<file path="src/design/assert_macros.svh">
// Assertion macros shared by the blacklist table RTL.
`ifndef ASSERT_MACROS_SVH
`define ASSERT_MACROS_SVH

// Same-cycle implication, checked outside reset.
`define ZCBT_ASSERT_NOW(lbl, ante, cons, msg) \
    lbl: assert property (@(posedge i_clk) disable iff (!i_rst_n) (ante) |-> (cons)) \
        else $error(msg);

// Next-cycle implication, checked outside reset.
`define ZCBT_ASSERT_NEXT(lbl, ante, cons, msg) \
    lbl: assert property (@(posedge i_clk) disable iff (!i_rst_n) (ante) |=> (cons)) \
        else $error(msg);

`endif

</file>
<file path="src/design/zcbt_pkg.sv">
// Types and constants for the zoned card blacklist table.
`timescale 1ns / 1ps
`default_nettype none
package zcbt_pkg;

    localparam logic [1:0] MODE_CHECK = 2'd0;
    localparam logic [1:0] MODE_SAVE  = 2'd1;
    localparam logic [1:0] MODE_READ  = 2'd2;

    localparam logic [2:0] ST_NOT_LISTED = 3'd0;
    localparam logic [2:0] ST_LISTED     = 3'd1;
    localparam logic [2:0] ST_ADDED      = 3'd2;
    localparam logic [2:0] ST_FULL       = 3'd3;
    localparam logic [2:0] ST_READ       = 3'd4;

    // card / 1000000 = (card >> 6) / 15625, by reciprocal multiply
    localparam int unsigned CARD_SHIFT = 6;
    localparam logic [26:0] ZONE_MUL   = 27'd70368745;
    localparam int unsigned ZONE_SHR   = 40;
    // q / 10 for q < 8192
    localparam logic [12:0] DIG_MUL    = 13'd6554;
    localparam int unsigned DIG_SHR    = 16;

    typedef struct packed {
        logic [1:0]  mode;
        logic [31:0] card_number;
        logic [3:0]  zone_select;
        logic [9:0]  entry_index;
    } t_in_item;

    typedef struct packed {
        logic [2:0]  status;
        logic [31:0] entry_value;
    } t_out_item;

    typedef struct packed {
        logic load;
        logic zq;
        logic zd;
        logic zr;
        logic prep;
        logic scan;
        logic rd_issue;
        logic finish;
    } t_cmd;

    typedef struct packed {
        logic is_read;
        logic scan_done;
    } t_sts;

endpackage
`default_nettype wire

</file>
<file path="src/design/zcbt_ctrl.sv">
// Sequencer for the blacklist table: zone math, search, read and finish steps.
`timescale 1ns / 1ps
`default_nettype none
module zcbt_ctrl import zcbt_pkg::*; (
    input  wire logic i_clk,
    input  wire logic i_rst_n,
    input  wire logic i_start,
    input  wire t_sts i_sts,
    output logic      o_busy,
    output t_cmd      o_cmd
);

    typedef enum logic [2:0] {
        S_IDLE,
        S_ZQ,
        S_ZD,
        S_ZR,
        S_PREP,
        S_SCAN,
        S_RD,
        S_FIN
    } t_state;

    t_state r_state;
    logic   r_busy;

    always_ff @(posedge i_clk) begin
        if (!i_rst_n) begin
            r_state <= S_IDLE;
            r_busy  <= 1'b0;
        end else begin
            case (r_state)
                S_IDLE: begin
                    if (i_start) begin
                        r_state <= S_ZQ;
                        r_busy  <= 1'b1;
                    end
                end
                S_ZQ:   r_state <= S_ZD;
                S_ZD:   r_state <= S_ZR;
                S_ZR:   r_state <= S_PREP;
                S_PREP: r_state <= i_sts.is_read ? S_RD : S_SCAN;
                S_SCAN: begin
                    if (i_sts.scan_done) begin
                        r_state <= S_FIN;
                    end
                end
                S_RD:   r_state <= S_FIN;
                S_FIN: begin
                    r_state <= S_IDLE;
                    r_busy  <= 1'b0;
                end
                default: begin
                    r_state <= S_IDLE;
                    r_busy  <= 1'b0;
                end
            endcase
        end
    end

    always_comb begin
        o_cmd          = '0;
        o_cmd.load     = (r_state == S_IDLE) && i_start;
        o_cmd.zq       = (r_state == S_ZQ);
        o_cmd.zd       = (r_state == S_ZD);
        o_cmd.zr       = (r_state == S_ZR);
        o_cmd.prep     = (r_state == S_PREP);
        o_cmd.scan     = (r_state == S_SCAN);
        o_cmd.rd_issue = (r_state == S_RD);
        o_cmd.finish   = (r_state == S_FIN);
    end

    assign o_busy = r_busy;

endmodule
`default_nettype wire

</file>
<file path="config.mk">
export PLATFORM = sky130hd
export DESIGN_NAME = zcbt_ctrl
export DESIGN_NICKNAME = d
export VERILOG_FILES = /design/src/design/assert_macros.svh /design/src/design/zcbt_pkg.sv /design/src/design/zcbt_ctrl.sv
export SDC_FILE = /design/constraint.sdc
export NUM_CORES = 1
export LEC_CHECK = 0
export BUFFER_PORTS_ARGS = -buffer_cell sky130_fd_sc_hd__buf_2
export CORE_AREA = 3 3 40 42
export CTS_BUF_LIST = sky130_fd_sc_hd__clkbuf_16
export CTS_CLUSTER_SIZE = 8
export DETAILED_ROUTE_END_ITERATION = 10
export DIE_AREA = 0 0 43 45
export PLACE_DENSITY = 0.39
export SKIP_CTS_REPAIR_TIMING = 1
export SYNTH_ARGS = -nofsm -noshare
export SYNTH_HDL_FRONTEND = slang
export SYNTH_SLANG_ARGS = --single-unit
</file>
<file path="constraint.sdc">
create_clock -name i_clk -period 1.3 [get_ports i_clk]
set_input_delay 0.325 -clock i_clk [delete_from_list [all_inputs] [get_ports i_clk]]
set_output_delay 0.325 -clock i_clk [all_outputs]
set_load 0.01 [all_outputs]
</file>
=== After elaboration in Yosys (flattened, before gate mapping) ===
Cells that the tools add are included.

* Flip-flop bits (word level): 4
* Input port bits: 5
* Output and inout bits: 9
* Logic and storage cells: 22

* Equality and inequality tests: 9
* Mux-type cells: 6
* Reductions and logical operators: 5

{| class="wikitable"
|+ Operators with widths
! kind !! count
|-
| one-hot mux 3 bit (8 select lines) || 1
|-
| equality test 3 bit (second input constant) || 4
|-
| equality test 3 x 2 -> 1 bit (second input constant) || 2
|-
| two-way mux 3 bit || 2
|-
| inequality test 2 bit (second input constant) || 2
|-
| AND reduction 2 bit || 2
|-
| equality test 3 x 1 -> 1 bit (second input constant) || 1
|-
| logical NOT 3 bit || 1
|-
| two-way mux 2 bit || 1
|-
| one-hot mux 1 bit (2 select lines) || 1
|-
| nonzero test 2 bit || 1
|-
| logical AND 1 bit || 1
|-
| two-way mux 1 bit || 1
|}

=== Logic depth before layout (Yosys ltp) ===
* Depth in word-level cells: 3
* Depth in mapped cells: 4
* Mapped depth without buffers: 3

=== Worst setup path after synthesis ===
Ideal clock, no wire load.

* Kind: reg2out
* Start point: reg r_state[2]
* End point: out o_cmd[1] in the netlist's numbering
* Arrival: 0.818 ns
* Required time: 0.975 ns
* Setup slack: 0.157 ns
* Cell stages (with the launch flop): 3
* Path buffers: 0
* Path through: dfxtp_1 inv_2 nor3b_1

{| class="wikitable"
|+ RTL lines
! item !! RTL line !! RTL
|-
| from (decl) || zcbt_ctrl.sv:24 || <nowiki>t_state r_state;</nowiki>
|-
| from (signal assigned) || zcbt_ctrl.sv:42 || <nowiki>S_PREP: r_state <= i_sts.is_read ? S_RD : S_SCAN;</nowiki>
|-
| to (decl) || zcbt_ctrl.sv:10 || <nowiki>output t_cmd o_cmd</nowiki>
|}

==> run metrics <==
flop and latch count out of synthesis 4; Buf/Inv on CP 1; clock tree skew after final layout 0.00110 ns; largest buffer count on any clock path 2; total clock buffers created by CTS 3; Port Buf Inserts 13; setup repair after global routing missed its margin yes; critical setup path kind reg2out; wire length of the first global-routing pass 1.01 mm; post-route setup slack -0.0318 ns; GRT overflow 0; Final Core Density 35.2%; number of antenna violations at the first check in global routing 0; initial core utilization 19.9%; count of flip-flops with a built-in enable after synthesis 0; part of the cycle the worst path needs 102%; arithmetic-cell share of the synthesized area counting full adders, half adders and majority gates 0%; share of synthesized area spent on multiplexers 0%; Top delay family on crit path flip-flops; overall fraction of global-route tracks in use 7.25%; Max H-tree Level 1; required arrival time at the worst endpoint 0.98 ns; worst-case hold slack 0.391 ns; floorplan die height 45 um; worst slew margin relative to its limit 86.7%; clock insertion delay at the later pin of the skew report 0.22 ns; Gate Count Post-Synth 30; CP max-delay cell sky130_fd_sc_hd__dfxtp_4; violated checks negative setup slack; Final HPWL DP 476 um; starting DRC count in detailed routing 1; average size of a mapped cell 8.51 um^2; filler instances 140; total I/O pin count 14; number of nets still failing antenna checks after routing 0; Max Fclk 751 MHz; Site Rows 13; Unique masters post-synth 19; worst-path fanout max 10; min Tclk post-route 1.33 ns; Post-synth top cells sky130_fd_sc_hd__dfxtp_1, sky130_fd_sc_hd__nor3b_1, sky130_fd_sc_hd__nor2_1; cells traversed along the worst timing path nand2_2, nor2_2, buf_2; Synthesized Nets 35; post-synthesis xor/xnor area fraction 3.43%; wirelength, routed 694 um; DR vias 284; number of endpoints failing setup at the final stage 4; Placed Instance Area 317 um^2; clock transition time at the flip-flop clock pins of the worst setup and hold paths 0.03 ns; top post-synthesis cells by area sky130_fd_sc_hd__dfxtp_1, sky130_fd_sc_hd__nor3b_1, sky130_fd_sc_hd__buf_6, sky130_fd_sc_hd__a221oi_2, sky130_fd_sc_hd__nor2_1; area added between synthesis and finish 77.5%; outcome finished with violations; slew at the pin closest to its max-slew limit 0.197 ns; fraction of synthesized cell area taken by the top area cell type 31.4%; number of sinks driven by the clock tree 4; type of element launching the critical path flip-flop; layout cells sized above 1 66.0%; number of nets at the end of the flow 54; DIE AREA 1940 um^2; final hold vios 0; number of optimization iterations in the first detailed-route pass 3; HP Class in2reg; arrival time of data at the critical path endpoint 1.01 ns; number of standard cells in the layout, taps in and fillers out 62; worst vdd ir 0.891 mV; setup_tns -0.0494 ns; slowest cell delay on critical path 0.41 ns; warning count from the yosys run 0; dominant combinational cell family by area after synthesis simple AND/OR/NAND/NOR gates; Yosys top cell by area sky130_fd_sc_hd__dfxtp_1; kind of capture point of the worst setup path output pin; prevailing post-synth register cell sky130_fd_sc_hd__dfxtp_1; global placer's final weighted congestion 0.807; clock root buffer sky130_fd_sc_hd__clkbuf_16; Wirelength per Cell 11.2 um; Setup Slack @ Placement -0.000933 ns; FF/Latch Area 91.3 um^2; Synth Area in Simple Gates 30.9%; total power divided by cell area 1720 nW/um^2; leakage power figure 0.208 nW; vias in the first global route 234; DRC Markers 0; CTS tree done; area of all placed cells without fillers 453 um^2; Die X 43 um; total instance count after detailed placement 56; largest net degree at the start of global routing 11; Design Power 0.779 mW; Final Max Tran Viols 0; core region area 1280 um^2; detailed-route vias per instance 4.58; count of maximum capacitance violations 0; sequential element share of the synthesized area 31.4%; Synth Area in Compound Gates 21.1%; number of diodes added for antenna fixing 0; fraction of registers with async set/reset 0%; footprint of the multi-input gates 164 um^2; cell area after synthesis 255 um^2
-- worst register-to-register path: cells and delay by family, from the launching register on --
| family | cells | cell delay (ns) |
|---|---|---|
| flip-flops | 1 | 0.39 |
| AND/OR/NAND/NOR | 1 | 0.05 |
| buffers and inverters | 3 | 0.32 |
| XOR/XNOR | 1 | 0.16 |
-- kinds of logic after synthesis --
kind of cell,after synthesis
compound gates,7
xor+xnor,1
buf+inv,5
flops,4
simple gates,13
-- where the power goes --
group	internal (mW)	switching, mW	leakage [nW]
Clock	0.392	0.0787	0.0370
Combinational	0.0695	0.0590	0.136
Sequential	0.142	0.0376	0.0350
-- routing by layer --
metal / global-route usage, % / vias up / wire (um)
met5: 0 / - / 0
met4: 3.61 / 0 / 0
met3: 5.18 / 0 / 46
met2: 10.5 / 9 / 371
met1: 7.97 / 136 / 276
li1: - / 139 / -
-- cell usage in the layout (no fill, tap or decap) --
cell,n
sky130_fd_sc_hd__nor2_2,1
sky130_fd_sc_hd__a221oi_2,1
sky130_fd_sc_hd__inv_1,2
sky130_fd_sc_hd__a21oi_1,2
sky130_fd_sc_hd__nor3b_1,1
sky130_fd_sc_hd__and3_1,1
sky130_fd_sc_hd__nor3_2,1
sky130_fd_sc_hd__nor2_4,1
sky130_fd_sc_hd__buf_4,2
sky130_fd_sc_hd__inv_8,1
sky130_fd_sc_hd__buf_2,13
sky130_fd_sc_hd__xnor2_1,1
sky130_fd_sc_hd__o21ai_0,1
sky130_fd_sc_hd__nand2_2,1
sky130_fd_sc_hd__o2111ai_1,1
sky130_fd_sc_hd__o31ai_1,1
sky130_fd_sc_hd__clkbuf_2,1
sky130_fd_sc_hd__dfxtp_4,3
sky130_fd_sc_hd__nor3b_2,3
sky130_fd_sc_hd__nor3_1,1
sky130_fd_sc_hd__nand2_1,1
sky130_fd_sc_hd__dfxtp_1,1
sky130_fd_sc_hd__o21bai_1,1
sky130_fd_sc_hd__nor2_1,2
sky130_fd_sc_hd__clkbuf_16,3
-- path summary, 6_finish.rpt --
path / startpoint / end / slack (ns) / cells past startpoint
hold / removal: i_sts[1] / r_state[1] / 0.39 / 3
setup reg to reg: r_state[2] / r_state[2] / 0.27 / 5
hold reg to reg: r_state[0] / r_state[1] / 0.53 / 1
setup / recovery: r_state[0] / o_cmd[0] / -0.03 / 3
-- final cells by class --
cell class | count | share of cell area [%]
Tap cell | 15 | 4.14
Timing Repair Buffer | 16 | 18.8
Sequential cell | 4 | 20.2
Clock buffer | 3 | 16.6
Inverter | 3 | 4.14
Multi-Input combinational cell | 21 | 36.2
-- flip-flops by register name, summed over array words and instances, names as in the netlist --
signal,cells
o_busy,1
r_state,3
(Power assumes the default switching activity.)
